## src/design/best_fit_heap_allocator_core_defines.svh

```systemverilog
// ----------------------------------------------------------------------------
// Best-fit heap allocator: assertion macros
// Shared concurrent assertion wrappers for the allocator RTL.
// ----------------------------------------------------------------------------
`ifndef BEST_FIT_HEAP_ALLOCATOR_CORE_DEFINES_SVH
`define BEST_FIT_HEAP_ALLOCATOR_CORE_DEFINES_SVH

// Assert a property on an explicit clock and active-low reset
`define BFHA_ASSERT_CLK(lbl, clk, rstn, prop, msg) \
  lbl: assert property (@(posedge clk) disable iff (!rstn) prop) else $error(msg);

// Assert a property on the default clock and reset of the module
`define BFHA_ASSERT(lbl, prop, msg) \
  `BFHA_ASSERT_CLK(lbl, clk_i, rst_ni, prop, msg)

`endif

```

## src/design/bfha_pkg.sv

```systemverilog
// ----------------------------------------------------------------------------
// Best-fit heap allocator package
// Shared constants, codes and the block table entry type.
// ----------------------------------------------------------------------------
package bfha_pkg;

  localparam int unsigned MAX_BLOCKS_DEF      = 64;
  localparam int unsigned HEADER_BYTES_DEF    = 24;
  localparam int unsigned ALIGN_BYTES_DEF     = 16;
  localparam int unsigned MIN_BLOCK_BYTES_DEF = 16;

  localparam int unsigned SizeW = 24;
  localparam int unsigned AddrW = 32;
  localparam logic [SizeW-1:0] HeapBytesRst = 24'd1048576;

  // status codes
  localparam logic [1:0] ST_OK      = 2'd0;
  localparam logic [1:0] ST_FAIL    = 2'd1;
  localparam logic [1:0] ST_IGNORED = 2'd2;

  // operation codes
  localparam logic OP_ALLOC = 1'b0;
  localparam logic OP_FREE  = 1'b1;

  // configuration register indexes
  localparam logic CFG_HEAP_BASE  = 1'b0;
  localparam logic CFG_HEAP_BYTES = 1'b1;

  // one block table entry
  typedef struct packed {
    logic [SizeW-1:0] off;
    logic [SizeW-1:0] size;
    logic             used;
  } ent_t;

endpackage

```

## src/design/bfha_mem.sv

```systemverilog
// ----------------------------------------------------------------------------
// Best-fit heap allocator block table
// Single write port, single read port memory with a registered read.
// ----------------------------------------------------------------------------
module bfha_mem #(
  parameter int unsigned MaxBlocks = bfha_pkg::MAX_BLOCKS_DEF
) (
  input  logic                         clk_i,
  input  logic                         we_i,
  input  logic [$clog2(MaxBlocks)-1:0] waddr_i,
  input  bfha_pkg::ent_t               wdata_i,
  input  logic                         re_i,
  input  logic [$clog2(MaxBlocks)-1:0] raddr_i,
  output bfha_pkg::ent_t               rdata_o
);
  import bfha_pkg::*;

  ent_t mem_q [MaxBlocks];
  ent_t rdata_q;

  // write port
  always_ff @(posedge clk_i) begin
    if (we_i) begin
      mem_q[waddr_i] <= wdata_i;
    end
  end

  // registered read port
  always_ff @(posedge clk_i) begin
    if (re_i) begin
      rdata_q <= mem_q[raddr_i];
    end
  end

  assign rdata_o = rdata_q;

endmodule

```

## src/design/best_fit_heap_allocator_core.sv

```systemverilog
// ----------------------------------------------------------------------------
// Best-fit heap allocator core
// Address-ordered block table with best-fit allocate and coalescing free.
// ----------------------------------------------------------------------------
// Usage: drive operation_i, req_bytes_i and address_i with start high; the
// beat is taken at a clock edge where start is high and busy is low. busy
// stays high until the result is out. The result (status_o, alloc_address_o,
// free_total_o, used_total_o) is shown for exactly one cycle with done_o
// high; the receiver cannot hold it off. A new start may be given in that
// same cycle.
// With N the block count (up to MaxBlocks), every beat but a zero-size
// allocate scans all N table entries; a merge or a split then moves the
// entries above the chosen block through the table memory. A beat's run
// time is set by the single-port table scan and this entry move loop. A
// zero-size allocate fails without a scan.
// Reset, and any write of heap_bytes, rebuilds the table to one free block;
// busy is high while it does so. heap_base writes take effect at once.
// Configure only while idle.
// ----------------------------------------------------------------------------
module best_fit_heap_allocator_core #(
  parameter int unsigned MaxBlocks     = bfha_pkg::MAX_BLOCKS_DEF,
  parameter int unsigned HeaderBytes   = bfha_pkg::HEADER_BYTES_DEF,
  parameter int unsigned AlignBytes    = bfha_pkg::ALIGN_BYTES_DEF,
  parameter int unsigned MinBlockBytes = bfha_pkg::MIN_BLOCK_BYTES_DEF
) (
  input  logic                           clk_i,
  input  logic                           rst_ni,
  input  logic                           cfg_we_i,
  input  logic                           cfg_idx_i,
  input  logic [bfha_pkg::AddrW-1:0]     cfg_wdata_i,
  input  logic                           start,
  output logic                           busy,
  input  logic                           operation_i,
  input  logic [bfha_pkg::SizeW-1:0]     req_bytes_i,
  input  logic [bfha_pkg::AddrW-1:0]     address_i,
  output logic                           done_o,
  output logic [1:0]                     status_o,
  output logic [bfha_pkg::AddrW-1:0]     alloc_address_o,
  output logic [bfha_pkg::SizeW-1:0]     free_total_o,
  output logic [bfha_pkg::SizeW-1:0]     used_total_o
);
  import bfha_pkg::*;
  `include "best_fit_heap_allocator_core_defines.svh"

  localparam int unsigned IW = $clog2(MaxBlocks);
  localparam int unsigned CW = $clog2(MaxBlocks + 1);
  localparam int unsigned NW = SizeW + 2;

  typedef enum logic [10:0] {
    S_INIT  = 11'b00000000001,
    S_IDLE  = 11'b00000000010,
    S_SCAN  = 11'b00000000100,
    S_DEC   = 11'b00000001000,
    S_SU_RD = 11'b00000010000,
    S_SU_WR = 11'b00000100000,
    S_WR_A  = 11'b00001000000,
    S_WR_B  = 11'b00010000000,
    S_SD_RD = 11'b00100000000,
    S_SD_WR = 11'b01000000000,
    S_DONE  = 11'b10000000000
  } state_e;

  state_e state_q;

  logic [AddrW-1:0] base_q;
  logic [SizeW-1:0] hbytes_q;
  logic [CW-1:0]    count_q;
  logic [SizeW-1:0] free_q, used_q;

  logic             op_q;
  logic [NW-1:0]    need_q;
  logic [AddrW-1:0] addr_q;

  logic [CW-1:0]    rd_idx_q;
  logic             pend_q;
  logic [IW-1:0]    pend_idx_q;
  ent_t             last_q;

  logic             found_q;
  logic [IW-1:0]    best_q;
  ent_t             best_e_q;
  logic             has_prev_q, has_next_q;
  ent_t             prev_e_q, next_e_q;

  logic [CW-1:0]    j_q, lim_q;
  logic [1:0]       k_q;
  logic             wb_en_q, down_en_q;
  logic [IW-1:0]    wa_idx_q, wb_idx_q;
  ent_t             wa_e_q, wb_e_q;

  logic             done_q;
  logic [1:0]       status_q;
  logic [AddrW-1:0] out_addr_q;

  logic             mem_we, mem_re;
  logic [IW-1:0]    mem_waddr, mem_raddr;
  ent_t             mem_wdata, mem_rdata;

  logic [NW-1:0]    req_rnd;
  logic [NW-1:0]    need_d;
  logic [SizeW-1:0] init_size;
  logic [AddrW-1:0] ent_addr;
  logic [CW-1:0]    j_up, src_dn;

  // round the request up to the alignment
  assign req_rnd  = NW'(req_bytes_i) + NW'(AlignBytes - 1);
  assign need_d   = (req_rnd / NW'(AlignBytes)) * NW'(AlignBytes);

  assign init_size = (hbytes_q > SizeW'(HeaderBytes)) ?
                     hbytes_q - SizeW'(HeaderBytes) : '0;
  assign ent_addr  = base_q + AddrW'(mem_rdata.off) + AddrW'(HeaderBytes);
  assign j_up      = j_q + CW'(1);
  assign src_dn    = j_q - CW'(k_q);

  // drive the table ports from the current state
  always_comb begin
    mem_we    = 1'b0;
    mem_waddr = '0;
    mem_wdata = wa_e_q;
    mem_re    = 1'b0;
    mem_raddr = '0;
    unique case (state_q)
      S_INIT: begin
        mem_we    = 1'b1;
        mem_wdata = '{off: '0, size: init_size, used: 1'b0};
      end
      S_SCAN: begin
        mem_re    = (rd_idx_q < count_q);
        mem_raddr = rd_idx_q[IW-1:0];
      end
      S_SU_RD, S_SD_RD: begin
        mem_re    = 1'b1;
        mem_raddr = j_q[IW-1:0];
      end
      S_SU_WR: begin
        mem_we    = 1'b1;
        mem_waddr = j_up[IW-1:0];
        mem_wdata = mem_rdata;
      end
      S_SD_WR: begin
        mem_we    = 1'b1;
        mem_waddr = src_dn[IW-1:0];
        mem_wdata = mem_rdata;
      end
      S_WR_A: begin
        mem_we    = 1'b1;
        mem_waddr = wa_idx_q;
        mem_wdata = wa_e_q;
      end
      S_WR_B: begin
        mem_we    = 1'b1;
        mem_waddr = wb_idx_q;
        mem_wdata = wb_e_q;
      end
      default: begin
      end
    endcase
  end

  bfha_mem #(.MaxBlocks(MaxBlocks)) u_mem (
    .clk_i   (clk_i),
    .we_i    (mem_we),
    .waddr_i (mem_waddr),
    .wdata_i (mem_wdata),
    .re_i    (mem_re),
    .raddr_i (mem_raddr),
    .rdata_o (mem_rdata)
  );

  // sequence one beat through scan, decide, move and write back
  always_ff @(posedge clk_i or negedge rst_ni) begin
    if (!rst_ni) begin
      state_q  <= S_INIT;
      base_q   <= '0;
      hbytes_q <= HeapBytesRst;
      count_q  <= CW'(1);
      free_q   <= '0;
      used_q   <= '0;
      done_q   <= 1'b0;
      pend_q   <= 1'b0;
      status_q <= ST_OK;
    end else begin
      done_q <= 1'b0;
      // a heap size write rebuilds the table
      if (cfg_we_i && cfg_idx_i == CFG_HEAP_BYTES) begin
        state_q <= S_INIT;
      end else begin
        unique case (state_q)
          S_INIT: begin
            count_q <= CW'(1);
            free_q  <= init_size;
            used_q  <= '0;
            state_q <= S_IDLE;
          end
          S_IDLE: begin
            if (start) begin
              op_q       <= operation_i;
              need_q     <= need_d;
              addr_q     <= address_i;
              rd_idx_q   <= '0;
              pend_q     <= 1'b0;
              found_q    <= 1'b0;
              has_prev_q <= 1'b0;
              has_next_q <= 1'b0;
              out_addr_q <= '0;
              if (operation_i == OP_ALLOC && req_bytes_i == '0) begin
                status_q <= ST_FAIL;
                state_q  <= S_DONE;
              end else begin
                state_q <= S_SCAN;
              end
            end
          end
          S_SCAN: begin
            // evaluate the entry read last cycle
            if (pend_q) begin
              last_q <= mem_rdata;
              if (op_q == OP_ALLOC) begin
                if (!mem_rdata.used && NW'(mem_rdata.size) >= need_q &&
                    (!found_q || mem_rdata.size < best_e_q.size)) begin
                  found_q  <= 1'b1;
                  best_q   <= pend_idx_q;
                  best_e_q <= mem_rdata;
                end
              end else if (!found_q) begin
                if (mem_rdata.used && ent_addr == addr_q) begin
                  found_q    <= 1'b1;
                  best_q     <= pend_idx_q;
                  best_e_q   <= mem_rdata;
                  prev_e_q   <= last_q;
                  has_prev_q <= (pend_idx_q != '0);
                end
              end else if ((CW'(pend_idx_q)) == CW'(best_q) + CW'(1)) begin
                next_e_q   <= mem_rdata;
                has_next_q <= 1'b1;
              end
            end
            // issue the next read
            if (rd_idx_q < count_q) begin
              pend_q     <= 1'b1;
              pend_idx_q <= rd_idx_q[IW-1:0];
              rd_idx_q   <= rd_idx_q + CW'(1);
            end else begin
              pend_q <= 1'b0;
              if (!pend_q) begin
                state_q <= S_DEC;
              end
            end
          end
          S_DEC: begin
            wb_en_q   <= 1'b0;
            down_en_q <= 1'b0;
            if (!found_q) begin
              status_q <= (op_q == OP_ALLOC) ? ST_FAIL : ST_IGNORED;
              state_q  <= S_DONE;
            end else if (op_q == OP_ALLOC) begin
              status_q   <= ST_OK;
              out_addr_q <= base_q + AddrW'(best_e_q.off) + AddrW'(HeaderBytes);
              if (count_q < CW'(MaxBlocks) &&
                  NW'(best_e_q.size) >= need_q + NW'(HeaderBytes) + NW'(MinBlockBytes)) begin
                // split: insert the remainder after the chosen block
                wa_idx_q <= IW'(CW'(best_q) + CW'(1));
                wa_e_q   <= '{off:  best_e_q.off + SizeW'(HeaderBytes) + SizeW'(need_q),
                              size: best_e_q.size - SizeW'(need_q) - SizeW'(HeaderBytes),
                              used: 1'b0};
                wb_en_q  <= 1'b1;
                wb_idx_q <= best_q;
                wb_e_q   <= '{off: best_e_q.off, size: SizeW'(need_q), used: 1'b1};
                free_q   <= free_q - SizeW'(need_q) - SizeW'(HeaderBytes);
                used_q   <= used_q + SizeW'(need_q);
                j_q      <= count_q - CW'(1);
                lim_q    <= CW'(best_q) + CW'(1);
                count_q  <= count_q + CW'(1);
                state_q  <= S_SU_RD;
              end else begin
                wa_idx_q <= best_q;
                wa_e_q   <= '{off: best_e_q.off, size: best_e_q.size, used: 1'b1};
                free_q   <= free_q - best_e_q.size;
                used_q   <= used_q + best_e_q.size;
                state_q  <= S_WR_A;
              end
            end else begin
              status_q <= ST_OK;
              used_q   <= used_q - best_e_q.size;
              lim_q    <= count_q;
              state_q  <= S_WR_A;
              if (has_prev_q && !prev_e_q.used && has_next_q && !next_e_q.used) begin
                // merge with both neighbors, drop two entries
                wa_idx_q  <= best_q - IW'(1);
                wa_e_q    <= '{off: prev_e_q.off,
                               size: prev_e_q.size + best_e_q.size + next_e_q.size
                                     + SizeW'(2 * HeaderBytes),
                               used: 1'b0};
                free_q    <= free_q + best_e_q.size + SizeW'(2 * HeaderBytes);
                down_en_q <= 1'b1;
                k_q       <= 2'd2;
                j_q       <= CW'(best_q) + CW'(2);
                count_q   <= count_q - CW'(2);
              end else if (has_prev_q && !prev_e_q.used) begin
                wa_idx_q  <= best_q - IW'(1);
                wa_e_q    <= '{off: prev_e_q.off,
                               size: prev_e_q.size + best_e_q.size + SizeW'(HeaderBytes),
                               used: 1'b0};
                free_q    <= free_q + best_e_q.size + SizeW'(HeaderBytes);
                down_en_q <= 1'b1;
                k_q       <= 2'd1;
                j_q       <= CW'(best_q) + CW'(1);
                count_q   <= count_q - CW'(1);
              end else if (has_next_q && !next_e_q.used) begin
                wa_idx_q  <= best_q;
                wa_e_q    <= '{off: best_e_q.off,
                               size: best_e_q.size + next_e_q.size + SizeW'(HeaderBytes),
                               used: 1'b0};
                free_q    <= free_q + best_e_q.size + SizeW'(HeaderBytes);
                down_en_q <= 1'b1;
                k_q       <= 2'd1;
                j_q       <= CW'(best_q) + CW'(2);
                count_q   <= count_q - CW'(1);
              end else begin
                wa_idx_q <= best_q;
                wa_e_q   <= '{off: best_e_q.off, size: best_e_q.size, used: 1'b0};
                free_q   <= free_q + best_e_q.size;
              end
            end
          end
          // move entries up by one, top first
          S_SU_RD: begin
            if (j_q >= lim_q) begin
              state_q <= S_SU_WR;
            end else begin
              state_q <= S_WR_A;
            end
          end
          S_SU_WR: begin
            j_q     <= j_q - CW'(1);
            state_q <= S_SU_RD;
          end
          S_WR_A: begin
            if (wb_en_q) begin
              state_q <= S_WR_B;
            end else if (down_en_q) begin
              state_q <= S_SD_RD;
            end else begin
              state_q <= S_DONE;
            end
          end
          S_WR_B: begin
            state_q <= S_DONE;
          end
          // move entries down by k, bottom first
          S_SD_RD: begin
            if (j_q < lim_q) begin
              state_q <= S_SD_WR;
            end else begin
              state_q <= S_DONE;
            end
          end
          S_SD_WR: begin
            j_q     <= j_q + CW'(1);
            state_q <= S_SD_RD;
          end
          S_DONE: begin
            done_q  <= 1'b1;
            state_q <= S_IDLE;
          end
          default: begin
            state_q <= S_INIT;
          end
        endcase
      end

      // configuration register writes
      if (cfg_we_i) begin
        if (cfg_idx_i == CFG_HEAP_BASE) begin
          base_q <= cfg_wdata_i;
        end else begin
          hbytes_q <= cfg_wdata_i[SizeW-1:0];
        end
      end
    end
  end

  assign busy            = (state_q != S_IDLE);
  assign done_o          = done_q;
  assign status_o        = status_q;
  assign alloc_address_o = out_addr_q;
  assign free_total_o    = free_q;
  assign used_total_o    = used_q;

  `BFHA_ASSERT(a_count_range, (count_q != '0) && (count_q <= CW'(MaxBlocks)), "block count out of range")
  `BFHA_ASSERT(a_done_pulse, done_q |=> !done_q, "result strobe longer than one cycle")
  `BFHA_ASSERT(a_start_busy, (start && !busy && !cfg_we_i) |=> busy, "accepted beat did not raise busy")
  `BFHA_ASSERT(a_fail_addr, (done_q && (status_q != ST_OK)) |-> (out_addr_q == '0), "failed beat with address")

endmodule
```

## config.mk

```make
export PLATFORM = sky130hd
export DESIGN_NAME = best_fit_heap_allocator_core
export DESIGN_NICKNAME = d
export VERILOG_FILES = /design/src/design/bfha_pkg.sv /design/src/design/bfha_mem.sv /design/src/design/best_fit_heap_allocator_core.sv
export VERILOG_INCLUDE_DIRS = /design/src /design/src/design
export SDC_FILE = /design/constraint.sdc
export NUM_CORES = 2
export LEC_CHECK = 0
export BUFFER_PORTS_ARGS = -buffer_cell sky130_fd_sc_hd__buf_2
export CAP_MARGIN = 5
export CORE_MARGIN = 2
export CORE_UTILIZATION = 61
export DETAILED_ROUTE_END_ITERATION = 6
export PLACE_DENSITY = 0.77
export SKIP_LAST_GASP = 1
export SYNTH_ARGS = -nofsm -noshare
export SYNTH_HDL_FRONTEND = slang
export SYNTH_SLANG_ARGS = --single-unit
export TNS_END_PERCENT = 100
```

## constraint.sdc

```tcl
create_clock -name clk_i -period 7.1 [get_ports clk_i]
set_input_delay 0.71 -clock clk_i [delete_from_list [all_inputs] [get_ports clk_i]]
set_output_delay 0.71 -clock clk_i [all_outputs]
set_load 0.02 [all_outputs]
```

==> reports/summary.md <==
The worst slew margin relative to its limit is 11.5%, and the share of the synthesized area in the top cell type is 65.1%. The cell type contributing the most total cell area after synthesis is edfxtp_1. The tools report the aggregate global-route resource usage as 35.4%. The flow ran to the end, but the final reports show violations.

The worst register-to-register path ends at wa_e_q[24]$_DFFE_PP_. For the worst setup path, the data arrival time is 6.68 ns. Main flop type after synthesis: edfxtp_1.

The max capacitance violation total is 0. TritonCTS built the clock tree. Average cell area after synthesis: 11.9 um^2. edfxtp_1 is the most common cell in the netlist. In this run the register-to-register setup slack is 1.06 ns. The total overflow left after global routing is 0. The highest fanout seen on the critical path is 8. During placement, the flow inserted port buffers numbering 177. Compared with the post-synthesis result, the final layout area differs by 11.5%. Maximum number of pins on one net before global-route repair: 160. Summed over all cells, the static leakage comes to 66.3 nW. In this run, synthesis inferred 3,587 flip-flops with an integrated enable. The first global-routing pass estimated 729 mm of wire. The number of buffers and inverters on the critical path is 0. The logs give 3,713 for the clock sink count and 61.2% for the initial standard-cell utilization of the core. Clock-pin slew was measured on the worst setup and hold paths at 0.06 ns. For the area of the core, the log shows 0.270 mm^2. Category of the critical setup timing path: register to register. Based on the critical path, the design can be clocked at up to 166 MHz. Setup repair after global routing left no endpoint under its margin. After filler insertion, the fill cell instance count of the layout stands at 18,200. Once detailed placement completed, the half-perimeter wirelength came to 302 mm. The initialized floorplan defines 191 standard-cell rows. Once detail routing completed, the nets flagged for antenna violations numbered 0. The final layout contains 14,700 nets.

Routability-driven placement finished with a final weighted congestion of 0.969. After clock tree synthesis, the setup repair step added 0 buffers. The run gives 4 as the buffer levels on the longest clock path.

For the latest clock arrival within the worst-skew pair, the log shows 0.97 ns. Power spread over the standard cell area amounts to 300 mW/mm^2. The signal on the critical path passes through ha_1 -> fa_1 -> a211oi_1 -> o21ai_0 -> a21oi_1 -> xnor2_1 -> ha_1 -> ha_1 -> or3_1 -> a311oi_1 -> o211ai_1 -> a31oi_1 -> o21a_1 -> nor2_1 -> o41ai_1 -> o21bai_1 -> a21o_1 -> xnor2_1 -> a21boi_0 -> o2bb2ai_1. For the TritonCTS buffer count, the log shows 372. For the number of warnings reported in the yosys synthesis log, the log shows 0. The number of cells on the worst reg-to-reg path is 20. The fraction of final layout cells with drive strength greater than 1 was 8.89%; the critical path required time was 7.74 ns.

Among all stages on the critical path, the largest delay is contributed by edfxtp_1. The minimum clock period after layout is 6.04 ns. Summing the sequential cell areas from Yosys gives 67.1% of the chip area.

The worst setup path is launched from a register. The run gives 0.165 mm^2 as the mapped cell area. The synthesized net count was 14,500; the number of DRC violations after detailed routing was 2. The vertical extent of the die works out to 525 um. The run gives 119,000 as the overall via count from detail_route. The clock tree root driver cell was clkbuf_16.

Synthesis handed over a netlist of 13,800 instances. Number of failing setup endpoints in the final timing report: 0. The boundary pin count was 178; the share of async-settable or async-resettable flops after synthesis was 3.39%. The delay contributed by the slowest stage of the critical path works out to 0.52 ns.

Sorting the synthesized cells by area gives the leading types as edfxtp_1 (65%), nand2_1 (8.0%), nand3_1 (4.5%). After the first detailed-routing iteration, the DRC count stood at 18,100. Wires add up to 500 mm. In this design, the largest share of critical-path delay is due to compound AO/OA/AOI/OAI gates.

For the final routed database, the setup TNS stands at 0 ns. The final critical path takes up 85.1% of the cycle. Following the worst setup path forward leads to its endpoint at wa_e_q[24]$_DFFE_PP_.

The kind of end point of the critical path is a register. The maximum clock skew at final layout is 0.0594 ns, and the total iterations of the first detailed-routing run is 7. After synthesis, the netlist uses 104 different library cells. For the pin with the worst max-slew slack, the measured transition is 1.33 ns. The launching instance or port of the critical path is best_e_q[1]$_DFFE_PP_.

The die area is 0.275 mm^2. The number of vias per cell was 6.62. The wire length per cell after detailed routing works out to 27.9 um. The register bit count reported by yosys was 3,713; the worst-case vdd ir drop was 0.000232 V. The worst register-to-register path begins at best_e_q[1]$_DFFE_PP_. In this run the number of cells on the critical path is 20. By count the netlist is led by edfxtp_1 (3,587), nand2_1 (3,513), nand3_1 (1,493).

Type of the tightest min-delay check: input pin to register. The via count of the first global-routing pass is 114,000, and the final total power is 0.0554 W. The H-tree generated during clock tree synthesis spans 5 levels.

The final reports fail on DRC. The chip width is 525 um, and the final number of hold-violating endpoints is 0. Count of pins over their slew limit: 0. The cell that appears most often on the critical path is ha_1. Initial antenna violation count: 26.
how the worst min path moves through the flow:
stage                                     from                endpoint  slack, ns  depth (start not counted)
after floorplan            last_q[0]$_DFFE_PP_   prev_e_q[0]$_DFFE_PP_       0.40                          0
after global placement    last_q[18]$_DFFE_PP_  prev_e_q[18]$_DFFE_PP_       0.40                          0
after detailed placement  last_q[19]$_DFFE_PP_  prev_e_q[19]$_DFFE_PP_       0.40                          0
after CTS                                start  state_q[2]$_DFFE_PN0P_       0.02                          3
after global routing                     start  state_q[2]$_DFFE_PN0P_       0.05                          3
final                                    start  state_q[2]$_DFFE_PN0P_       0.08                          3
worst register-to-register path: stages (launching register included):
cell and delay, ns:
edfxtp_1 0.52, ha_1 0.31, fa_1 0.44, a211oi_1 0.37
o21ai_0 0.15, a21oi_1 0.20, xnor2_1 0.34, ha_1 0.36
ha_1 0.20, or3_1 0.38, a311oi_1 0.49, o211ai_1 0.22
a31oi_1 0.30, o21a_1 0.19, nor2_1 0.07, o41ai_1 0.44
o21bai_1 0.11, a21o_1 0.20, xnor2_1 0.15, a21boi_0 0.11
o2bb2ai_1 0.15
through the flow:
stage | hold WS [ns] | std cells | utilization, % | cell area, um^2 | worst slack (ns)
floorplan | 0.400 | 13800 | - | 165000 | 1.16
CTS | 0.0215 | 17900 | 68.2 | 184000 | 1.04
global placement | 0.400 | 17200 | 63.7 | 172000 | 0.895
finish | 0.0811 | 17900 | 68.2 | 184000 | 1.06
detailed placement | 0.405 | 17200 | 63.7 | 172000 | 1.14
global route | 0.0533 | 17900 | 68.2 | 184000 | 0.683
timing repair:
item                                    in CTS  in global routing
hold buffers                                42                  0
gates resized for setup                      0                  0
endpoints found under the hold margin       65                  0
endpoints found under the setup margin       0                  0
routing by layer:
| layer | wire length, um | part of all wire [%] | global-route usage (%) |
|---|---|---|---|
| met5 | 133 | 0.027 | 0 |
| met4 | 25500 | 5.1 | 16.6 |
| met3 | 64200 | 13 | 8.23 |
| met2 | 230000 | 46 | 55.5 |
| met1 | 180000 | 36 | 47.3 |
cell usage in the layout (no fill, tap or decap), types with 280 or more instances in the layout:
cell type  count
a21oi_1      586
nand2_1     3500
ha_1         534
clkbuf_16    377
edfxtp_1    3587
nand3_1     1492
o21ai_0      343
nor2_1       419
xnor2_1      280
inv_1        319
cell families after synthesis:
group                      Yosys count  share of synthesized area [%]
AOI/OAI and AO/OA                 1965                           7.71
xor gates and xnor gates           402                           2.13
adders and majority gates          547                           4.20
buffers and inverters             1081                           2.55
DFF                               3713                           67.1
muxes                               81                          0.596
and+or+nand+nor                   6060                           15.8
sequential cells by signal (all words and copies together), names as in the netlist, 44 cells and up:
signal and count:
prev_e_q 49, u_mem.mem_q 3136, wb_e_q 44, best_e_q 48, u_mem.rdata_o 49, wa_e_q 49
last_q 49
area by class of cell:
type | instances | area (um^2) | area share, %
antenna | 11 | 27.5 | 0.0149
clock buffer | 455 | 9770 | 5.30
clock inverter | 211 | 2080 | 1.13
inverter | 337 | 1260 | 0.686
multi-input combinational | 9055 | 51200 | 27.7
sequential | 3713 | 111000 | 60.1
tap | 3570 | 4470 | 2.42
timing repair buffer | 561 | 4760 | 2.58
power by group:
group | internal (W) | leakage (nW) | total (W) | switching [W]
Sequential | 0.0268 | 34.1 | 0.0272 | 0.000367
Combinational | 0.00225 | 26.4 | 0.00886 | 0.00661
Clock | 0.0109 | 5.79 | 0.0193 | 0.00841
Total | 0.0400 | 66.3 | 0.0554 | 0.0154
(Power assumes the default switching activity.)
